`config.mk`:
```
export PLATFORM = sky130hd
export DESIGN_NAME = ultrasonic_echo_ranger_top
export DESIGN_NICKNAME = d
export VERILOG_FILES = /design/src/hdl/uer_pkg.sv /design/src/hdl/uer_range.sv /design/src/hdl/uer_fsm.sv /design/src/hdl/ultrasonic_echo_ranger_top.sv
export VERILOG_INCLUDE_DIRS = /design/src /design/src/hdl
export SDC_FILE = /design/constraint.sdc
export NUM_CORES = 1
export LEC_CHECK = 0
export BUFFER_PORTS_ARGS = -buffer_cell sky130_fd_sc_hd__buf_2
export CAP_MARGIN = 10
export CORE_MARGIN = 2
export CORE_UTILIZATION = 30
export DETAILED_ROUTE_END_ITERATION = 8
export PLACE_DENSITY = 0.47
export SYNTH_ARGS = -nofsm -noshare
export SYNTH_HDL_FRONTEND = slang
export SYNTH_SLANG_ARGS = --single-unit
```
`constraint.sdc`:
```
create_clock -name clk -period 15.6 [get_ports clk]
set_clock_uncertainty 0.15 [all_clocks]
set_input_delay 1.56 -clock clk [delete_from_list [all_inputs] [get_ports clk]]
set_output_delay 1.56 -clock clk [all_outputs]
set_load 0.03 [all_outputs]
```
`src/hdl/ultrasonic_echo_ranger_top_defines.svh`:
```
// Assertion macros used by the ranger sequencer RTL.
`ifndef ULTRASONIC_ECHO_RANGER_TOP_DEFINES_SVH
`define ULTRASONIC_ECHO_RANGER_TOP_DEFINES_SVH

// Condition that must hold at every clock edge outside reset.
`define UER_ASSERT_ALWAYS(lbl, cond) \
  lbl: assert property (@(posedge clk) disable iff (rst) (cond)) \
    else $error("ranger assertion failed");

// Consequence that must hold at the clock edge after the antecedent.
`define UER_ASSERT_NEXT(lbl, ante, cons) \
  lbl: assert property (@(posedge clk) disable iff (rst) (ante) |=> (cons)) \
    else $error("ranger assertion failed");

`endif

```
`src/hdl/uer_pkg.sv`:
```
// Types and constants of the ultrasonic echo ranger.
`default_nettype none
package uer_pkg;

  localparam int TICK_BITS   = 16;
  localparam int PC_W        = 8;
  localparam int PULSE_W     = 8;
  localparam int TIMEOUT_W   = 16;
  localparam int DIST_W      = 15;
  localparam int CFG_IDX_W   = 2;
  localparam int CFG_DATA_W  = 16;

  localparam int SPEED_MUL   = 1124;
  localparam int SPEED_MUL_W = 11;
  localparam int SPEED_SHIFT = 12;
  localparam int PROD_W      = TICK_BITS + SPEED_MUL_W;
  localparam int SHIFTED_W   = PROD_W - SPEED_SHIFT;
  localparam int CMP_W       = (SHIFTED_W > DIST_W) ? SHIFTED_W : DIST_W;
  localparam int EL_CMP_W    = (TICK_BITS > TIMEOUT_W) ? TICK_BITS : TIMEOUT_W;

  localparam int IN_DATA_W   = 8;
  localparam int OUT_DATA_W  = 24;

  typedef logic [TICK_BITS-1:0] tick_t;
  typedef logic [PC_W-1:0]      pcount_t;
  typedef logic [DIST_W-1:0]    dist_t;
  typedef logic [CMP_W-1:0]     dcmp_t;
  typedef logic [EL_CMP_W-1:0]  elcmp_t;

  localparam tick_t   TICK_MAX  = '1;
  localparam pcount_t LOW_TICKS = PC_W'(2);

  localparam logic [CFG_IDX_W-1:0] CFG_TRIGGER_PULSE = CFG_IDX_W'(0);
  localparam logic [CFG_IDX_W-1:0] CFG_TIMEOUT       = CFG_IDX_W'(1);
  localparam logic [CFG_IDX_W-1:0] CFG_MAX_RANGE     = CFG_IDX_W'(2);

  typedef enum logic [2:0] {
    PH_IDLE,
    PH_TLOW,
    PH_THIGH,
    PH_WAIT_END,
    PH_WAIT_RISE,
    PH_MEASURE
  } phase_t;

  typedef struct packed {
    logic [PULSE_W-1:0]   trigger_pulse_ticks;
    logic [TIMEOUT_W-1:0] timeout_ticks;
    dist_t                max_range;
  } uer_cfg_t;

  typedef struct packed {
    logic  busy_res;
    logic  no_echo;
    dist_t distance;
    logic  done_res;
    logic  trigger_out;
  } uer_result_t;

endpackage
`default_nettype wire

```
`src/hdl/uer_range.sv`:
```
// Converts an echo width to a distance in 1/16 cm and clamps it to the maximum range.
`default_nettype none
module uer_range (
  input  uer_pkg::tick_t echo_width,
  input  uer_pkg::dist_t max_range,
  output uer_pkg::dist_t range_dist
);
  import uer_pkg::*;

  logic [PROD_W-1:0]    product;
  logic [SHIFTED_W-1:0] shifted;
  dcmp_t                shifted_ext;
  dcmp_t                max_ext;

  assign product     = PROD_W'(echo_width) * PROD_W'(SPEED_MUL);
  assign shifted     = product[PROD_W-1:SPEED_SHIFT];
  assign shifted_ext = dcmp_t'(shifted);
  assign max_ext     = dcmp_t'(max_range);
  assign range_dist  = (shifted_ext > max_ext) ? max_range : DIST_W'(shifted_ext);

endmodule
`default_nettype wire

```
`src/hdl/uer_fsm.sv`:
```
// Measurement sequencer: trigger pulse, echo wait, width count and timeout.
`default_nettype none
`include "ultrasonic_echo_ranger_top_defines.svh"
module uer_fsm (
  input  logic                clk,
  input  logic                rst,
  input  logic                step,
  input  logic                start_req,
  input  logic                echo_level,
  input  uer_pkg::uer_cfg_t   cfg,
  output uer_pkg::uer_result_t res
);
  import uer_pkg::*;

  phase_t  phase, phase_next;
  pcount_t phase_counter, phase_counter_next;
  tick_t   elapsed_ticks, elapsed_ticks_next;
  tick_t   echo_width, echo_width_next;

  phase_t            ph_start;
  pcount_t           pc_start;
  pcount_t           pc_inc;
  pcount_t           pulse;
  tick_t             el_inc;
  logic              fell;
  dist_t             range_dist;

  uer_range u_range (
    .echo_width (echo_width),
    .max_range  (cfg.max_range),
    .range_dist (range_dist)
  );

  always_ff @(posedge clk) begin
    if (rst) begin
      phase         <= PH_IDLE;
      phase_counter <= '0;
      elapsed_ticks <= '0;
      echo_width    <= '0;
    end else if (step) begin
      phase         <= phase_next;
      phase_counter <= phase_counter_next;
      elapsed_ticks <= elapsed_ticks_next;
      echo_width    <= echo_width_next;
    end
  end

  always_comb begin
    ph_start = (phase == PH_IDLE && start_req) ? PH_TLOW : phase;
    pc_start = (phase == PH_IDLE && start_req) ? '0 : phase_counter;
    pc_inc   = pc_start + PC_W'(1);
    pulse    = (cfg.trigger_pulse_ticks == '0) ? PC_W'(1) : cfg.trigger_pulse_ticks;
    el_inc   = (elapsed_ticks == TICK_MAX) ? elapsed_ticks : elapsed_ticks + TICK_BITS'(1);
    fell     = 1'b0;

    phase_next         = ph_start;
    phase_counter_next = pc_start;
    elapsed_ticks_next = elapsed_ticks;
    echo_width_next    = echo_width;
    res                = '0;

    case (ph_start)
      PH_IDLE: begin
        phase_next = PH_IDLE;
      end
      PH_TLOW: begin
        if (pc_inc >= LOW_TICKS) begin
          phase_next         = PH_THIGH;
          phase_counter_next = '0;
        end else begin
          phase_counter_next = pc_inc;
        end
      end
      PH_THIGH: begin
        res.trigger_out = 1'b1;
        if (pc_inc >= pulse) begin
          phase_next         = PH_WAIT_END;
          phase_counter_next = '0;
          elapsed_ticks_next = '0;
          echo_width_next    = '0;
        end else begin
          phase_counter_next = pc_inc;
        end
      end
      PH_WAIT_END, PH_WAIT_RISE, PH_MEASURE: begin
        if (ph_start == PH_WAIT_END) begin
          if (!echo_level) phase_next = PH_WAIT_RISE;
        end else if (ph_start == PH_WAIT_RISE) begin
          if (echo_level) begin
            phase_next      = PH_MEASURE;
            echo_width_next = TICK_BITS'(1);
          end
        end else if (echo_level) begin
          if (echo_width != TICK_MAX) echo_width_next = echo_width + TICK_BITS'(1);
        end else begin
          // Echo fell: the width held so far gives the range.
          fell           = 1'b1;
          res.done_res   = 1'b1;
          res.distance   = range_dist;
          phase_next     = PH_IDLE;
        end
        if (!fell) begin
          elapsed_ticks_next = el_inc;
          if (elcmp_t'(el_inc) >= elcmp_t'(cfg.timeout_ticks)) begin
            res.done_res = 1'b1;
            res.no_echo  = 1'b1;
            res.distance = cfg.max_range;
            phase_next   = PH_IDLE;
          end
        end
      end
      default: begin
        phase_next = PH_IDLE;
      end
    endcase

    res.busy_res = (phase_next != PH_IDLE);
  end

  `UER_ASSERT_ALWAYS(a_done_not_busy, !(res.done_res && res.busy_res))
  `UER_ASSERT_ALWAYS(a_no_echo_with_done, !res.no_echo || res.done_res)
  `UER_ASSERT_ALWAYS(a_dist_clamped, !res.done_res || (res.distance <= cfg.max_range))
  `UER_ASSERT_NEXT(a_idle_holds, step && phase == PH_IDLE && !start_req, phase == PH_IDLE)

endmodule
`default_nettype wire

```
`src/hdl/ultrasonic_echo_ranger_top.sv`:
```
// Ultrasonic echo ranger: tick stream in, per-tick status stream out.
// A beat taken on s_axis is held in the input register, then in the output register on m_axis.
// Throughput: one beat per cycle while m_axis_tready is high; the per-tick sequencer
// step and the range multiply sit between the input register and the output register.
// Reset (rst, synchronous) returns the sequencer to idle, empties both
// registers and loads the configuration defaults.
`default_nettype none
module ultrasonic_echo_ranger_top (
  input  logic                                   clk,
  input  logic                                   rst,
  // s_axis_tdata: [0] start_req, [1] echo_level, rest zero
  input  logic [uer_pkg::IN_DATA_W-1:0]          s_axis_tdata,
  input  logic                                   s_axis_tvalid,
  output logic                                   s_axis_tready,
  // m_axis_tdata: [0] trigger_out, [1] done_res, [16:2] distance,
  // [17] no_echo, [18] busy_res, rest zero
  output logic [uer_pkg::OUT_DATA_W-1:0]         m_axis_tdata,
  output logic                                   m_axis_tvalid,
  input  logic                                   m_axis_tready,
  input  logic                                   cfg_we,
  input  logic [uer_pkg::CFG_IDX_W-1:0]          cfg_index,
  input  logic [uer_pkg::CFG_DATA_W-1:0]         cfg_data
);
  import uer_pkg::*;

  uer_cfg_t    cfg;
  logic        in_valid;
  logic        in_start;
  logic        in_echo;
  logic        out_valid;
  uer_result_t out_res;
  uer_result_t res;
  logic        step;

  always_ff @(posedge clk) begin
    if (rst) begin
      cfg.trigger_pulse_ticks <= PULSE_W'(10);
      cfg.timeout_ticks       <= TIMEOUT_W'(23500);
      cfg.max_range           <= DIST_W'(6400);
    end else if (cfg_we) begin
      case (cfg_index)
        CFG_TRIGGER_PULSE: cfg.trigger_pulse_ticks <= cfg_data[PULSE_W-1:0];
        CFG_TIMEOUT:       cfg.timeout_ticks       <= cfg_data[TIMEOUT_W-1:0];
        CFG_MAX_RANGE:     cfg.max_range           <= cfg_data[DIST_W-1:0];
        default: ;
      endcase
    end
  end

  // The input beat is processed once the output register is free or draining.
  assign step          = in_valid && (!out_valid || m_axis_tready);
  assign s_axis_tready = !in_valid || step;

  always_ff @(posedge clk) begin
    if (rst) begin
      in_valid <= 1'b0;
    end else if (s_axis_tready) begin
      in_valid <= s_axis_tvalid;
    end
  end

  always_ff @(posedge clk) begin
    if (s_axis_tready && s_axis_tvalid) begin
      in_start <= s_axis_tdata[0];
      in_echo  <= s_axis_tdata[1];
    end
  end

  uer_fsm u_fsm (
    .clk        (clk),
    .rst        (rst),
    .step       (step),
    .start_req  (in_start),
    .echo_level (in_echo),
    .cfg        (cfg),
    .res        (res)
  );

  always_ff @(posedge clk) begin
    if (rst) begin
      out_valid <= 1'b0;
    end else if (step) begin
      out_valid <= 1'b1;
    end else if (m_axis_tready) begin
      out_valid <= 1'b0;
    end
  end

  always_ff @(posedge clk) begin
    if (step) begin
      out_res <= res;
    end
  end

  assign m_axis_tvalid = out_valid;
  assign m_axis_tdata  = OUT_DATA_W'(out_res);

endmodule
`default_nettype wire
```
==> metrics, run 1 <==
run status completed; DR vias/cell roughly 5; H-Tree Depth 3; Hold Crit Endpoint cfg[20]$_SDFFE_PP0P_; Root Buffer clkbuf_16; DIE HEIGHT 166.2 um; final wirelength 19290 um; Synth Instances approximately 960; Hold Violations, Final 0; CTS tree built; CP max stage delay 620 ps; worst-path cell chain ha_1, ha_1, inv_1, fa_1, inv_1, fa_1, ha_1, nand2_1, or3_1, and4_1, o211ai_1, a21oi_1, o31ai_2, or2_2, xnor2_1, ha_1, nand4_1, nor4_1, a31oi_1, nor3_1, nand3b_1, o211ai_1; Placer Congestion 0.7905; maximum clock rate 0.1473 GHz; Layout Utilization 0.3360; layout cells sized above 1 0.08114; Clock Latency Late Sink about 350 ps; Top-Level Pins 57; Fillers around 2700; Hold WS 306.1 ps; initial DRC count 270; Initial Utilization 0.3045; gr usage total 0.1414; number of global-route vias before repair 6078; Worst slew margin 0.2328; post-route ant nets 0; NumNets Final 1143; combinational share of power 0.081; CTS Buffer Depth 2; Post-Synthesis Cell Area about 8000 sq um; Hold WC Path Type reg2reg; Num CTS Buffers 9; post-route setup TNS 0 ps; port buffer count 45; die area 27610 sq um; Post-DP HPWL 14870 um; Worst Hold Depth 2; final setup fails 0; Sw Share 0.2504; largest net degree at the start of global routing 72; Avg WL per Cell between 10 and 15 um; CTS Sinks 105; CP Launch Type flip-flop; Internal Power 0.0004263 W; crit path max fanout 7; Post-route DRC 0; Distinct cells, synth 66; synth-to-layout area growth 10.36%; Crit. End Element flip-flop; pwr dens 65.31 nW/um^2; cells on worst reg2reg path 22; prevailing post-synth register cell dfxtp_1; Tmin final around 6800 ps; fin. max-slew vios 0; hold_sp cfg[20]$_SDFFE_PP0P_; period utilization 0.4351; reg-to-reg setup timing slack 8810 ps; fraction of registers with async set/reset 0; Net Switching 0.0001424 W; # resized after CTS 0; worst path arrival time 6810 ps; Remaining Overflow, GRT 0; register area share after synthesis 0.2931; sequential share of power 0.506; # hold bufs at CTS 0; worst reg2reg startpoint u_fsm.echo_width[5]$_SDFFE_PP0P_; Synth warnings 0; initial antenna violation count 0; Pleak 3.915 nW; Seq cells post-synth 105; VDD IR max 52.17 uV; core region area about 26000 sq um; die width 166.2 um; Reg clk slew, reported paths 70 ps; WP data required roughly 16000 ps; RSZ-0062 raised after global routing no; Pre-Repair DR Iteration Count 5; number of flops mapped to enable cells by yosys 21; vias post-DR 6451; commonest non-fill, non-tap cell in the layout ha_1; worst slew pin tran 1146 ps; Critical Path Most Common Cell ha_1; commonest non-fill, non-tap cells in the layout 109 x ha_1, 108 x inv_1, 105 x nand2_1, 99 x a21oi_1, 87 x nor2_1; critical path class reg2reg; FF-to-FF End m_axis_tdata[15]$_SDFFCE_PN0P_; total of max-cap violations 0; ANT cells 0; Slowest-stage cell, CP nor3_1; Clk pwr share 0.412; syn avg cell area between 8 and 9 sq um; Post CTS Setup Buffer Count 0; first-pass GRT wire length 31750 um; Rows 59
[power by group through the flow]
stage               sequential, W  clock, W  combinational (W)
floorplan                0.000297         0          0.0000294
global placement         0.000294         0          0.0000468
detailed placement       0.000294         0          0.0000470
CTS                      0.000288  0.000244          0.0000471
global route             0.000289  0.000253          0.0000516
finish                   0.000288  0.000234          0.0000462
[kinds of logic (layout without fill, tap and decap cells)]
group | after synthesis | after routing | synth area share
AOI/OAI and AO/OA | 216 | 216 | 0.1657
xor gates and xnor gates | 30 | 30 | 0.03330
adders and majority gates | 131 | 131 | 0.2287
buffers and inverters | 151 | 174 | 0.07691
DFF | 105 | 105 | 0.2931
muxes | 3 | 3 | 0.003964
other | 1 | 5 | 0.0004753
and+or+nand+nor | 322 | 322 | 0.1979
[critical path, delay by kind of cell (launching register included)]
kind / cells / cell delay, ps
AND/OR/NAND/NOR: 8 / 2260
adder cells (fa/ha/maj): 6 / 2160
XOR/XNOR: 1 / 70
AO/OA/AOI/OAI: 5 / 1370
buffers and inverters: 2 / 100
flip-flops: 1 / 470
[how the worst max path moves through the flow]
stage | startpoint | endpoint | cells past startpoint
after detailed placement | u_fsm.echo_width[5]$_SDFFE_PP0P_ | m_axis_tdata[15]$_SDFFCE_PN0P_ | 22
final | u_fsm.echo_width[5]$_SDFFE_PP0P_ | m_axis_tdata[15]$_SDFFCE_PN0P_ | 22
after floorplan | u_fsm.echo_width[6]$_SDFFE_PP0P_ | m_axis_tdata[15]$_SDFFCE_PN0P_ | 23
after global routing | u_fsm.echo_width[5]$_SDFFE_PP0P_ | m_axis_tdata[15]$_SDFFCE_PN0P_ | 22
after CTS | u_fsm.echo_width[5]$_SDFFE_PP0P_ | m_axis_tdata[15]$_SDFFCE_PN0P_ | 22
after global placement | u_fsm.echo_width[6]$_SDFFE_PP0P_ | m_axis_tdata[15]$_SDFFCE_PN0P_ | 22
[registers in the layout, indices dropped and copies added, names as in the netlist]
signal and cells:
cfg 39, m_axis_tdata 19, u_fsm.echo_width 16, u_fsm.elapsed_ticks 16, u_fsm.phase_counter 8, u_fsm.phase 3, in_echo 1, in_start 1
in_valid 1, m_axis_tvalid 1
[area by class of cell]
cell class                      count  area [sq um]  share of cell area
Clock buffer                       12         277.8             0.03190
Clock inverter                      4         32.53            0.003736
Inverter                          108         405.4             0.04656
Multi-Input combinational cell    707          4997              0.5739
Sequential cell                   105          2312              0.2656
Tap cell                          335         419.2             0.04814
Timing Repair Buffer               50         262.8             0.03018
[cell usage after synthesis (10+ instances only)]
cell,number,area share
nand3_1,25,0.016
a21oi_1,99,0.063
nand3b_1,15,0.014
nand4_1,12,0.0095
nand2_1,105,0.050
nor2_1,87,0.041
ha_1,109,0.17
a22oi_1,11,0.010
buf_2,10,0.0063
edfxtp_1,21,0.080
nor3_1,12,0.0076
dfxtp_1,84,0.21
fa_1,22,0.056
o21ai_0,39,0.025
or3_1,15,0.012
xnor2_1,21,0.023
inv_1,108,0.051
clkbuf_1,26,0.012
[per-layer routing]
| layer | track usage | share of wire |
|---|---|---|
| met3 | 0.02383 | 0.034 |
| met4 | 0.03176 | 0.011 |
| met2 | 0.2264 | 0.44 |
| met5 | 0 | 0 |
| met1 | 0.1995 | 0.52 |
[metrics by stage]
stage	cells	power (W)	cell area, sq um	setup WS [ps]
global placement	1305	0.0003411	8397	8885
finish	1321	0.0005687	8707	8813
global route	1321	0.0005933	8707	8313
floorplan	963	0.0003259	7905	9834
CTS	1321	0.0005788	8707	8802
detailed placement	1305	0.0003414	8397	8857
Note: power is estimated with default switching activity, not from simulation.
==> inputs of run 2 (changes only) <==
Settings changed: PLACE_DENSITY 0.47 to 0.49.
Clock period 15.6 ns to 5.75 ns, I/O delays scaled along.
==> run 2 against run 1 <==
- the run now ends with negative setup slack left
- sequential share of layout area down 2.2 points
- sequential power rose to 2.7 times the previous value
- clock power rose to 2.6 times the previous value
- combinational power rose to 2.8 times the previous value
- critical path depth up 2
- die area unchanged
- design area up 10%
- flip-flop and latch count unchanged
- largest power group unchanged
==> metrics, run 2 (synthesis results as in run 1) <==
run status complete, but fails checks; violated checks negative setup slack; CTS tree built; Placer Congestion 0.8274 (+4.7%); final worst-path setup slack -18.80 ps (-8832 ps); fin. max-slew vios 0 (unchanged); Worst Hold Depth 1 (-1); VDD IR max 123.8 uV (+140%); design area 9587 sq um (+10%); number of global-route vias before repair 6273 (+3.2%); NumNets Final 1211 (+5.9%); Internal Power 0.001120 W (+160%); Root Buffer clkbuf_16; die area 27610 sq um (unchanged); Pleak 4.261 nW (+8.9%); critical path class reg2reg; sequential share of power 0.510 (+0.004); crit path max fanout 4 (-3); worst path arrival time 5750 ps (-1060 ps); initial antenna violation count 0 (unchanged); largest net degree at the start of global routing 72 (unchanged); vias post-DR 6683 (+3.6%); Clock Latency Late Sink 370 ps (+20 ps); initial DRC count 358 (+33%); Crit. End Element flip-flop; Net Switching 0.0004055 W (+180%); Post-route DRC 0 (unchanged); Fillers 2634 (-3.4%); Tmin final 5769 ps (-1018 ps); Remaining Overflow, GRT 0 (unchanged); cells on worst reg2reg path 24 (+9.1%); dpl cells 1368 (+4.8%); Hold WC Path Type in2reg; Pre-Repair DR Iteration Count 5 (unchanged); CP Launch Type flip-flop; Clk pwr share 0.405 (-0.007); worst slew pin tran 1063 ps (-83.15 ps); CTS Buffer Depth 2 (unchanged); commonest non-fill, non-tap cell in the layout inv_1; WP data required 5730 ps (-9890 ps); first-pass GRT wire length 32550 um (+2.5%); post-route ant nets 0 (unchanged); Rows 59 (unchanged); maximum clock rate 0.1733 GHz (+18%); Largest Register cfg; gr usage total 0.1454 (+0.003998); commonest non-fill, non-tap cells in the layout 106 x inv_1, 104 x nand2_1, 90 x ha_1, 87 x a21oi_1, 84 x nor2_1; final cell count without fillers 1389 (+5.1%); Reg clk slew, reported paths 80 ps (about the same); ANT cells 0 (unchanged); pwr dens 159.1 nW/um^2 (+140%); total of max-cap violations 0 (unchanged); DIE HEIGHT 166.2 um (unchanged); period utilization 1.003 (+0.5682); Hold Violations, Final 0 (unchanged); Top-Level Pins 57 (unchanged); synth-to-layout area growth 21.50%; post-route setup TNS -23.15 ps (-23.15 ps); Post-DP HPWL 15340 um (+3.1%); Avg WL per Cell 14.45 um (-1.1%); CTS Sinks 105 (unchanged); port buffer count 45 (unchanged); core region area 25910 sq um (unchanged); Worst slew margin 0.2881 (+0.05528); number of flip-flops in the largest register 39 (unchanged); Hold WS 233.6 ps (-72.55 ps); Num CTS Buffers 9 (unchanged); DR vias/cell 4.811 (-1.5%); RSZ-0062 raised after global routing yes; # hold bufs at CTS 0 (unchanged); Place WS -276.4 ps (-9133 ps); Sw Share 0.2659 (+0.01549); H-Tree Depth 3 (unchanged); placement-stage cell area 8875 sq um (+5.7%); Initial Utilization 0.3045 (unchanged); layout cells sized above 1 0.1926 (+0.1115); final setup fails 2 (+2); die width 166.2 um (unchanged); combinational share of power 0.086 (+0.005); final wirelength 20070 um (+4.0%)
run 2: cell types whose count changed in the layout (fill, tap and decap cells not counted), moves of 3 or more:
cell and delta:
nor2_1 -3, buf_4 +67, ha_4 +16, dfxtp_2 +4
dfxtp_1 -9, ha_1 -19, dfxtp_4 +5, a21oi_1 -12
ha_2 +3, a21oi_2 +11
run 2: repair_timing:
item | 4_1_cts | 5_1_grt
endpoints found under the setup margin | 15 | 15
resized for setup | 12 | 58
buffers inserted | 0 | 5
pin swaps | 9 | 31
run 2: routing by layer:
layer  track usage  wire [um]  vias up
li1              -          -     3495
met1        0.2019      10220     3073
met2        0.2304       8903       94
met3       0.02717        581       21
met4       0.04197        362        0
met5             0          0        -
run 2: area by class of cell:
| cell class | count | area, sq um | share of cell area |
|---|---|---|---|
| clock inverters | 6 | 50.05 | 0.005221 |
| clock buffers | 10 | 239.0 | 0.02493 |
| inverters | 108 | 405.4 | 0.04229 |
| flip-flops and latches | 105 | 2336 | 0.2437 |
| multi-input cells | 707 | 5360 | 0.5591 |
| well taps | 335 | 419.2 | 0.04372 |
| repair buffers | 118 | 777.0 | 0.08105 |
run 2: final timing paths:
| check | start | endpoint | slack, ps |
|---|---|---|---|
| setup reg to reg | u_fsm.echo_width[7]$_SDFFE_PP0P_ | m_axis_tdata[12]$_SDFFCE_PN0P_ | -20 |
| setup / recovery | u_fsm.echo_width[7]$_SDFFE_PP0P_ | m_axis_tdata[12]$_SDFFCE_PN0P_ | -20 |
| hold / removal | s_axis_tdata[1] | in_echo$_DFFE_PP_ | 230 |
| hold reg to reg | cfg[20]$_SDFFE_PP0P_ | cfg[20]$_SDFFE_PP0P_ | 310 |
run 2: critical path, cell delays in order (launching register included):
cell and delay (ps):
dfxtp_4 380, ha_4 270, ha_4 190, fa_1 530, inv_1 60, fa_1 530, inv_1 40, ha_1 280
o21a_1 130, nor2_2 50, a221o_1 370, o211ai_1 280, a21oi_2 160, o31ai_4 240, or2_4 170, xnor2_2 60
ha_1 290, nand4_1 180, nor3_2 290, o31ai_4 130, a31oi_4 270, buf_4 150, buf_4 100, o21ai_0 80
o311a_1 150
run 2: power by group through the flow:
stage	Sequential, W	Combinational [W]	Clock [W]
2_1_floorplan	0.000805	0.0000797	0
3_5_place_dp	0.000797	0.000130	0
3_3_place_gp	0.000796	0.000130	0
6_report	0.000777	0.000131	0.000617
5_1_grt	0.000780	0.000146	0.000664
4_1_cts	0.000780	0.000131	0.000639
run 2: stage by stage:
step / total power [W] / util
after floorplan: 0.0008843 / -
after global placement: 0.0009259 / 0.3425
after detailed placement: 0.0009269 / 0.3425
after CTS: 0.001550 / 0.3554
after global routing: 0.001590 / 0.3700
final: 0.001525 / 0.3700
==> inputs of run 3 (changes only) <==
Settings changed: CELL_PAD_IN_SITES_DETAIL_PLACEMENT from default to 0, CELL_PAD_IN_SITES_GLOBAL_PLACEMENT from default to 1, PLACE_DENSITY 0.49 to 0.6, SKIP_LAST_GASP from default to 1.
==> run 3 against run 2 <==
- the flow still finishes with violations (negative setup slack)
- design area decreased by 0.23%
- flip-flop and latch count unchanged
- sequential power about the same
==> metrics, run 3 (synthesis results as in run 1) <==
violated checks negative setup slack; Pleak 4.248 nW (-0.30%); met3 global-route usage 0.02431 (-0.002860); layout cells sized above 1 0.1907 (-0.001942); cells on worst reg2reg path 23 (-4.2%); Slowest-stage cell, CP fa_1; Post-DP HPWL 15660 um (+2.1%); initial antenna violation count 0 (unchanged); layer carrying the most global-route usage met2; initial DRC count 319 (-11%); Num CTS Buffers 9 (unchanged); final setup fails 2 (unchanged); die area 27610 sq um (unchanged); total of max-cap violations 0 (unchanged); storage element area 2332 sq um (-0.16%); Tmin final 5795 ps (+26.39 ps); Root Buffer clkbuf_16; CP max stage delay 530 ps (about the same); gr usage total 0.1495 (+0.004168); first-pass GRT wire length 33490 um (+2.9%); Clock Latency Late Sink 370 ps (about the same); Placer Congestion 0.8115 (-1.9%); final wirelength 20360 um (+1.4%); core region area 25910 sq um (unchanged); Critical Path Most Common Cell ha_4; CTS Buffer Depth 2 (unchanged); synth-to-layout area growth 21.22%; worst path arrival time 5760 ps (about the same); CTS Sinks 105 (unchanged); Crit. End Element flip-flop; worst slew pin tran 1015 ps (-48.33 ps); period utilization 1.008 (+0.004589); Avg WL per Cell 14.71 um (+1.8%); VDD IR max 137.6 uV (+11%); ANT cells 0 (unchanged); reg-to-reg setup timing slack -50 ps (-30 ps); port buffer count 45 (unchanged); final worst-path setup slack -45.19 ps (-26.39 ps); Hold Violations, Final 0 (unchanged); commonest non-fill, non-tap cells in the layout 105 x inv_1, 104 x nand2_1, 92 x ha_1, 87 x a21oi_1, 84 x nor2_1; Top-Level Pins 57 (unchanged); Hold Crit Endpoint in_start$_DFFE_PP_; post-route setup TNS -62.78 ps (-39.62 ps); CP Launch Type flip-flop; crit path max fanout 6 (+2); Fillers 2666 (+1.2%); PnR Total Power 0.001560 W (+2.3%); commonest non-fill, non-tap cell in the layout inv_1; fin. max-slew vios 0 (unchanged); Worst slew margin 0.3205 (+0.03236); hold_sp s_axis_tdata[0]; Worst Hold Depth 1 (unchanged); Rows 59 (unchanged); Hold WC Path Type in2reg; vias post-DR 6602 (-1.2%); WP data required 5710 ps (-20 ps); H-Tree Depth 3 (unchanged); pwr dens 163.1 nW/um^2 (+2.5%); Largest Register cfg; Remaining Overflow, GRT 0 (unchanged); RSZ-0062 raised after global routing yes; DIE HEIGHT 166.2 um (unchanged); FF-to-FF End m_axis_tdata[15]$_SDFFCE_PN0P_; NumNets Final 1206 (-0.41%); maximum clock rate 0.1726 GHz (-0.46%); Reg clk slew, reported paths 80 ps (about the same); post-route ant nets 0 (unchanged); largest net degree at the start of global routing 72 (unchanged); met2 GRT Util 0.2434 (+0.01299); CTS tree built; number of global-route vias before repair 6465 (+3.1%); run status complete, but fails checks; Post-route DRC 0 (unchanged); worst-path cell chain ha_4, ha_4, inv_2, fa_1, inv_1, fa_1, ha_4, nand2_2, or3_4, and4_4, o211ai_1, a21oi_2, o31ai_2, or2_4, xnor2_2, ha_1, nand4_1, nor3_2, o31ai_4, a31oi_4, nor3_4, a32oi_1, o211ai_1; Initial Utilization 0.3045 (unchanged); Pre-Repair DR Iteration Count 4 (-1); met1 global-route usage 0.2048 (+0.002890); area of the multi-input gates 5361 sq um (about the same); DR vias/cell 4.770 (-0.86%); critical path class reg2reg; die width 166.2 um (unchanged); worst reg2reg startpoint u_fsm.echo_width[5]$_SDFFE_PP0P_; number of flip-flops in the largest register 39 (unchanged)
==> run 3: changes by cell type in the layout (fill, tap and decap cells not counted), moves of 2 or more <==
cell | before | now
buf_4 | 72 | 66
a211oi_1 | 7 | 5
a211oi_2 | 1 | 3
ha_1 | 90 | 92
ha_2 | 3 | 1
o21ai_0 | 38 | 36
o21ai_1 | 2 | 4
==> run 3: layer usage <==
layer,up-vias,part of all wire,wire (um)
met5,-,0,0
met4,0,0.017,348
met3,20,0.034,688
met2,90,0.45,9175
met1,3014,0.50,10150
li1,3478,-,-
==> run 3: stage by stage <==
step	instance area [sq um]	util	hold slack, ps	instances	worst slack (ps)
detailed placement	8843	0.3413	299.1	1363	-247.6
finish	9564	0.3691	242.1	1384	-45.19
CTS	9204	0.3552	224.7	1379	2.695
global route	9564	0.3691	232.4	1384	-248.9
global placement	8843	0.3413	294.8	1363	-166.5
floorplan	7918	-	286.3	963	21.26
==> run 3: report_power, final <==
group | internal (W) | total (W) | switching [W] | leakage, nW
Clock | 0.000343 | 0.000651 | 0.000308 | 0.152
Combinational | 0.0000423 | 0.000132 | 0.0000896 | 3.21
Sequential | 0.000767 | 0.000777 | 0.0000103 | 0.888
Total | 0.00115 | 0.00156 | 0.000407 | 4.25
==> run 3: layout make-up <==
cell class / count / area share
tap: 335 / 0.04383
sequential: 105 / 0.2439
inverter: 108 / 0.04239
timing repair buffer: 113 / 0.07771
clock inverter: 7 / 0.008111
clock buffer: 9 / 0.02355
multi-input combinational: 707 / 0.5606
==> run 3: critical path, delay by kind of cell (launching register included) <==
family                     cells  cell delay, ps
buffers and inverters          2              80
and+or+nand+nor                7            1310
DFF                            1             360
xor gates and xnor gates       1              60
adders and majority gates      6            2100
AOI/OAI and AO/OA              7            1470
==> run 3: how the worst max path moves through the flow <==
stage | startpoint | slack, ps | cells past startpoint | endpoint
4_1_cts | u_fsm.echo_width[5]$_SDFFE_PP0P_ | 3 | 23 | m_axis_tdata[15]$_SDFFCE_PN0P_
3_3_place_gp | u_fsm.echo_width[7]$_SDFFE_PP0P_ | -170 | 23 | m_axis_tdata[4]$_SDFFCE_PN0P_
6_report | u_fsm.echo_width[5]$_SDFFE_PP0P_ | -50 | 23 | m_axis_tdata[15]$_SDFFCE_PN0P_
2_1_floorplan | u_fsm.echo_width[6]$_SDFFE_PP0P_ | 20 | 23 | m_axis_tdata[15]$_SDFFCE_PN0P_
3_5_place_dp | u_fsm.echo_width[5]$_SDFFE_PP0P_ | -250 | 23 | m_axis_tdata[9]$_SDFFCE_PN0P_
5_1_grt | u_fsm.echo_width[5]$_SDFFE_PP0P_ | -250 | 24 | m_axis_tdata[15]$_SDFFCE_PN0P_
==> run 3: timing repair <==
item	in CTS	in global routing
cloned	0	0
buffers inserted	0	5
hold buffers	0	0
endpoints found under the setup margin	15	15
pin swaps	5	27
gates resized for setup	12	60
